**src/hw/rtl/bmrs_pkg.sv**
```systemverilog
// ----------------------------------------------------------------------------
// bmrs_pkg: shared types and constants
// Widths, opcodes, item structs and state encodings for the bitmap block.
// ----------------------------------------------------------------------------
package bmrs_pkg;

    localparam int WORD_BITS   = 32;
    localparam int MAP_WORDS   = 1024;
    localparam int MAX_RESULTS = 32;
    localparam int WB          = $clog2(WORD_BITS);
    localparam int AW          = (MAP_WORDS > 1) ? $clog2(MAP_WORDS) : 1;
    localparam int CAP_W       = WB + AW + 1;
    localparam int CNT_W       = $clog2(MAX_RESULTS + 1);

    localparam logic [1:0] OP_SET   = 2'd0;
    localparam logic [1:0] OP_CLEAR = 2'd1;
    localparam logic [1:0] OP_SCAN  = 2'd2;

    typedef struct packed {
        logic [1:0]  opcode;
        logic [14:0] start_bit;
        logic [15:0] length;
        logic [15:0] limit;
    } t_in_item;

    typedef struct packed {
        logic [14:0] bit_index;
        logic        found;
        logic        last;
    } t_out_item;

    typedef enum logic [1:0] {
        K_ACK,
        K_SET,
        K_CLEAR,
        K_SCAN
    } t_kind;

    // classified command between front and back
    typedef struct packed {
        t_kind            kind;
        logic [CAP_W-1:0] pos;
        logic [CAP_W-1:0] stop;
    } t_cmd;

    typedef enum logic [2:0] {
        S_CLEARMEM,
        S_IDLE,
        S_RANGE_RD,
        S_RANGE_WR,
        S_SCAN_RD,
        S_SCAN_EMIT,
        S_ACK
    } t_state;

endpackage

```
**src/hw/rtl/bmrs_front.sv**
```systemverilog
// ----------------------------------------------------------------------------
// bmrs_front: request classification
// Clamps ranges to capacity and resolves scan bounds into a command queue.
// ----------------------------------------------------------------------------
module bmrs_front import bmrs_pkg::*; (
    input  logic     i_clk,
    input  logic     i_rst_n,
    input  logic     i_push,
    input  t_in_item i_item,
    output logic     o_full,
    output logic     o_cmd_valid,
    output t_cmd     o_cmd,
    input  logic     i_cmd_take
);
    localparam logic [CAP_W:0] CAP = (CAP_W+1)'(WORD_BITS * MAP_WORDS);

    t_cmd        r_q [2];
    logic        r_wp, r_rp;
    logic [1:0]  r_cnt;
    t_cmd        w_cmd;
    logic [CAP_W:0] w_end, w_sw_end, w_lim;
    logic [CAP_W:0] w_wbase;
    logic        w_acc;

    always_comb begin
        w_end    = (CAP_W+1)'(i_item.start_bit) + (CAP_W+1)'(i_item.length);
        w_wbase  = (CAP_W+1)'(i_item.start_bit >> WB) << WB;
        w_sw_end = w_wbase + (CAP_W+1)'(WORD_BITS);
        w_lim    = (CAP_W+1)'(i_item.limit);
        w_cmd.kind = K_ACK;
        w_cmd.pos  = w_wbase[CAP_W-1:0];
        w_cmd.stop = '0;
        case (i_item.opcode)
            OP_SET, OP_CLEAR: begin
                w_cmd.kind = (i_item.opcode == OP_SET) ? K_SET : K_CLEAR;
                w_cmd.pos  = CAP_W'(i_item.start_bit);
                w_cmd.stop = CAP_W'((w_end > CAP) ? CAP : w_end);
            end
            OP_SCAN: begin
                w_cmd.kind = K_SCAN;
                w_cmd.stop = CAP_W'((w_lim < w_sw_end) ? w_lim : w_sw_end);
            end
            default: w_cmd.kind = K_ACK;
        endcase
    end

    assign o_full      = (r_cnt == 2'd2);
    assign w_acc       = i_push && !o_full;
    assign o_cmd_valid = (r_cnt != 2'd0);
    assign o_cmd       = r_q[r_rp];

    always_ff @(posedge i_clk) begin
        if (w_acc) begin
            r_q[r_wp] <= w_cmd;
        end
        if (!i_rst_n) begin
            r_wp  <= 1'b0;
            r_rp  <= 1'b0;
            r_cnt <= 2'd0;
        end else begin
            if (w_acc) r_wp <= ~r_wp;
            if (i_cmd_take) r_rp <= ~r_rp;
            r_cnt <= r_cnt + 2'(w_acc) - 2'(i_cmd_take);
        end
    end
endmodule

```
**config.mk**
```make
export PLATFORM = sky130hd
export DESIGN_NAME = bmrs_front
export DESIGN_NICKNAME = d
export VERILOG_FILES = /design/src/hw/rtl/bmrs_pkg.sv /design/src/hw/rtl/bmrs_front.sv
export SDC_FILE = /design/constraint.sdc
export NUM_CORES = 1
export LEC_CHECK = 0
export ABC_CLOCK_PERIOD_IN_PS = 8100
export BUFFER_PORTS_ARGS = -buffer_cell sky130_fd_sc_hd__buf_2
export CAP_MARGIN = 25
export CORE_UTILIZATION = 42
export CTS_BUF_LIST = sky130_fd_sc_hd__clkbuf_4
export DETAILED_ROUTE_END_ITERATION = 8
export MAX_ROUTING_LAYER = met4
export PLACE_DENSITY = 0.73
export SLEW_MARGIN = 20
export SYNTH_ARGS = -nofsm -noshare
export SYNTH_HDL_FRONTEND = slang
export SYNTH_SLANG_ARGS = --single-unit
export TNS_END_PERCENT = 5
```
**constraint.sdc**
```tcl
create_clock -name i_clk -period 8.1 [get_ports i_clk]
set_input_delay 1.215 -clock i_clk [delete_from_list [all_inputs] [get_ports i_clk]]
set_output_delay 1.215 -clock i_clk [all_outputs]
set_load 0.005 [all_outputs]
```
==> flow_metrics.tcl <==
set metrics [dict create \
    status "complete, no violations" \
    dpl.hpwl_um 7014 \
    drtIter0Drc 168 \
    pwr-share-seq 0.482 \
    postCtsSetupBuffers 0 \
    start_util 0.4303 \
    hold_class "register to register" \
    routed_wirelength_um 9407 \
    use_met1 0.2332 \
    grtUsageMet2 0.3170 \
    cts_max_path_buffers 2 \
    diodes 0 \
    drc 0 \
    place.gp.congestion 1.018 \
    worstSetupPathType "input pin to register" \
    cts_num_sinks 71 \
    timing.final.ws_setup_ns 4.276 \
    drtAntennaViolNets 0 \
    hold_start "r_rp" \
    yosysSeqAreaShare 0.4973 \
    finalPower_uw 996.2 \
    cp_max_fo 15 \
    whs_path_depth 2 \
    syn_nets 423 \
    required_ns 8.35 \
    synth_cell_types 49 \
    p_switching_uw 300.2 \
    multi_input_area_um2 1976 \
    drt_first_pass_iters 4 \
    busiest_layer "met2" \
    intPower_uw 696.0 \
    port_buffers 87 \
    async_flop_share 0 \
    yosys_warnings 0 \
    grt-ovfl-total 0 \
    worst_pin_slew_ns 0.7467 \
    grtUsageMet3 0.04514 \
    hold_viol 0 \
    r2r_slack_ns 6.44 \
    whs_endpoint "r_rp" \
    power_frac_clock 0.228 \
    power_leakage_nw 2.028 \
    cts_made_buffers 9 \
    cts_root_buf "clkbuf_4" \
    synth_edf_count 66 \
    synthFlopType "edfxtp_1" \
    fmax_ghz 0.2615 \
    cp-start-kind "input pin" \
    swShare 0.3013 \
    reg2reg_to "r_q[0][26]" \
    wl_per_cell_um 16.59 \
    period_minus_slack_ns 3.824 \
    fin_skew_ns 0.01346 \
    slew_headroom 0.4979 \
    maxCapViolations 0 \
    nFillCells 888 \
    grt_antenna_before_repair 0 \
    vias_per_cell 5.289 \
    cts_tree "yes" \
    worstPathArrival_ns 4.07 \
    synth_top_area_cell "edfxtp_1" \
    nNetsFinal 515 \
    r2r.worst_path.cells 4 \
    via_count 2999 \
    grt_pass1_wl_um 14410 \
    core-area_um2 9729 \
    cts_resized 0 \
    synth_top_area_share 0.4734 \
    cp-end-kind "register" \
    cts_max_level 3 \
    synth_seq_cells 71 \
    die_x_um 101.8 \
    grt_usage 0.1971 \
    pin_count 89 \
    drive_above_1_share 0.3825 \
    clk_latency_ns 0.44 \
    syn_inst 337 \
    synthToLayoutAreaGrowth_pct 17.42 \
    rows 36 \
    period_share 0.4721 \
    ys_top_cells_by_area "edfxtp_1 47%, mux2_2 11%, ha_1 9.6%" \
    die_h_um 101.8 \
    mappedNetlistArea_um2 4187 \
    slew_violations 0 \
    comb_power_share 0.290 \
    rsz0062_at_grt "no" \
    regArea_um2 2082 \
    ir_worst_vdd_v 0.00007295 \
    syn_area_per_cell_um2 12.42 \
    timing.rr.start "r_cnt[0]" \
    grt_pass1_vias 2992 \
    die_area_um2 10370 \
    setup_viol 0 \
    path_clk_slew_ns 0.12 \
    tns_ns 0 \
    cts_hold_buf 0 \
    powerDensity_nw_per_um2 202.6 \
    grt_max_degree 35 \
    pre_cts_ws_ns 3.851 \
]
## logic make-up (layout without fill, tap and decap cells)
family | count (synthesis) | in the layout | synth area share
DFF | 71 | 71 | 0.4973
and+or+nand+nor | 68 | 68 | 0.08189
other | 1 | 1 | 0.0008957
buffers and inverters | 29 | 126 | 0.03258
adders and majority gates | 33 | 33 | 0.1004
muxes | 44 | 44 | 0.1178
AOI/OAI and AO/OA | 67 | 67 | 0.1190
xor gates and xnor gates | 24 | 24 | 0.05021
## per-layer routing
metal,up-vias,wire length [um],share of wire
met3,19,580,0.062
met1,1418,4029,0.43
li1,1449,-,-
met5,-,0,0
met4,0,210,0.022
met2,113,4587,0.49
## cells in the mapped netlist, types with 3 or more instances
library cell,n
edfxtp_1,66
mux2_2,42
ha_1,32
inv_1,20
nand2_1,17
a21oi_1,14
nor2_1,13
xnor2_1,12
xor2_1,12
o21ai_0,11
nand3_1,8
o22ai_2,8
and3_1,6
clkbuf_1,6
and2_1,5
dfxtp_1,5
nor2b_1,5
o21a_1,5
a21o_1,3
a31oi_1,3
nand2b_1,3
nand4_1,3
nor3_1,3
o211ai_1,3
o22ai_1,3
## worst max-delay path by stage
| stage | start | to | cells past startpoint |
|---|---|---|---|
| after floorplan | i_item[16] | r_q[0][13] | 11 |
| after global placement | i_item[16] | r_q[0][10] | 10 |
| after detailed placement | i_item[16] | r_q[0][3] | 10 |
| after CTS | i_item[16] | r_q[0][3] | 10 |
| after global routing | i_item[16] | r_q[0][3] | 10 |
| final | i_item[16] | r_q[1][3] | 10 |
## worst max-delay path, cell delays in order
cell      delay (ns)
buf_2           0.10
ha_1            0.23
fa_1            0.41
a211oi_1        0.31
o31ai_1         0.23
a31oi_1         0.21
o21ai_0         0.17
o21ba_2         0.24
or4_4           0.62
o21ai_0         0.32
## metrics by stage
stage / cells / utilization / hold WS [ns] / cell area [um^2]
floorplan: 337 / - / 0.5415 / 4187
global placement: 550 / 0.4882 / 0.5659 / 4750
detailed placement: 550 / 0.4882 / 0.5806 / 4750
CTS: 566 / 0.5024 / 0.6026 / 4888
global route: 567 / 0.5053 / 0.6319 / 4916
finish: 567 / 0.5053 / 0.6012 / 4916
## power by group through the flow
stage / Clock [mW] / Combinational [mW] / Sequential [mW]
floorplan: 0 / 0.184 / 0.486
global placement: 0 / 0.276 / 0.487
detailed placement: 0 / 0.281 / 0.490
CTS: 0.234 / 0.283 / 0.482
global route: 0.249 / 0.318 / 0.486
finish: 0.227 / 0.289 / 0.480
## layout by cell type, fill, tap and decap left out, drive strengths merged, types with 3 or more instances in the layout
cell type	count
nand2	17
and3	6
o22ai	11
dfxtp	5
nand4	3
edfxtp	66
buf	90
ha	32
and2	5
nand3	8
a21o	5
inv	22
o21ai	13
o211ai	3
xor2	12
xnor2	12
nor2	13
mux2	42
clkbuf	9
nor3	3
nand2b	3
nor2b	5
o21a	5
a21oi	14
a31oi	3
## registers in the layout, indices dropped and copies added (netlist names), named ones only
signal	flops
r_cnt	2
r_rp	1
r_q	66
r_wp	1
## final cells by class
type,count,share of cell area
Clock buffer,9,0.01374
Clock inverter,7,0.01451
Inverter,20,0.01527
Multi-Input combinational cell,237,0.4019
Sequential cell,71,0.4235
Tap cell,133,0.03385
Timing Repair Buffer,90,0.09723
Power figures use the tool's default switching activity.
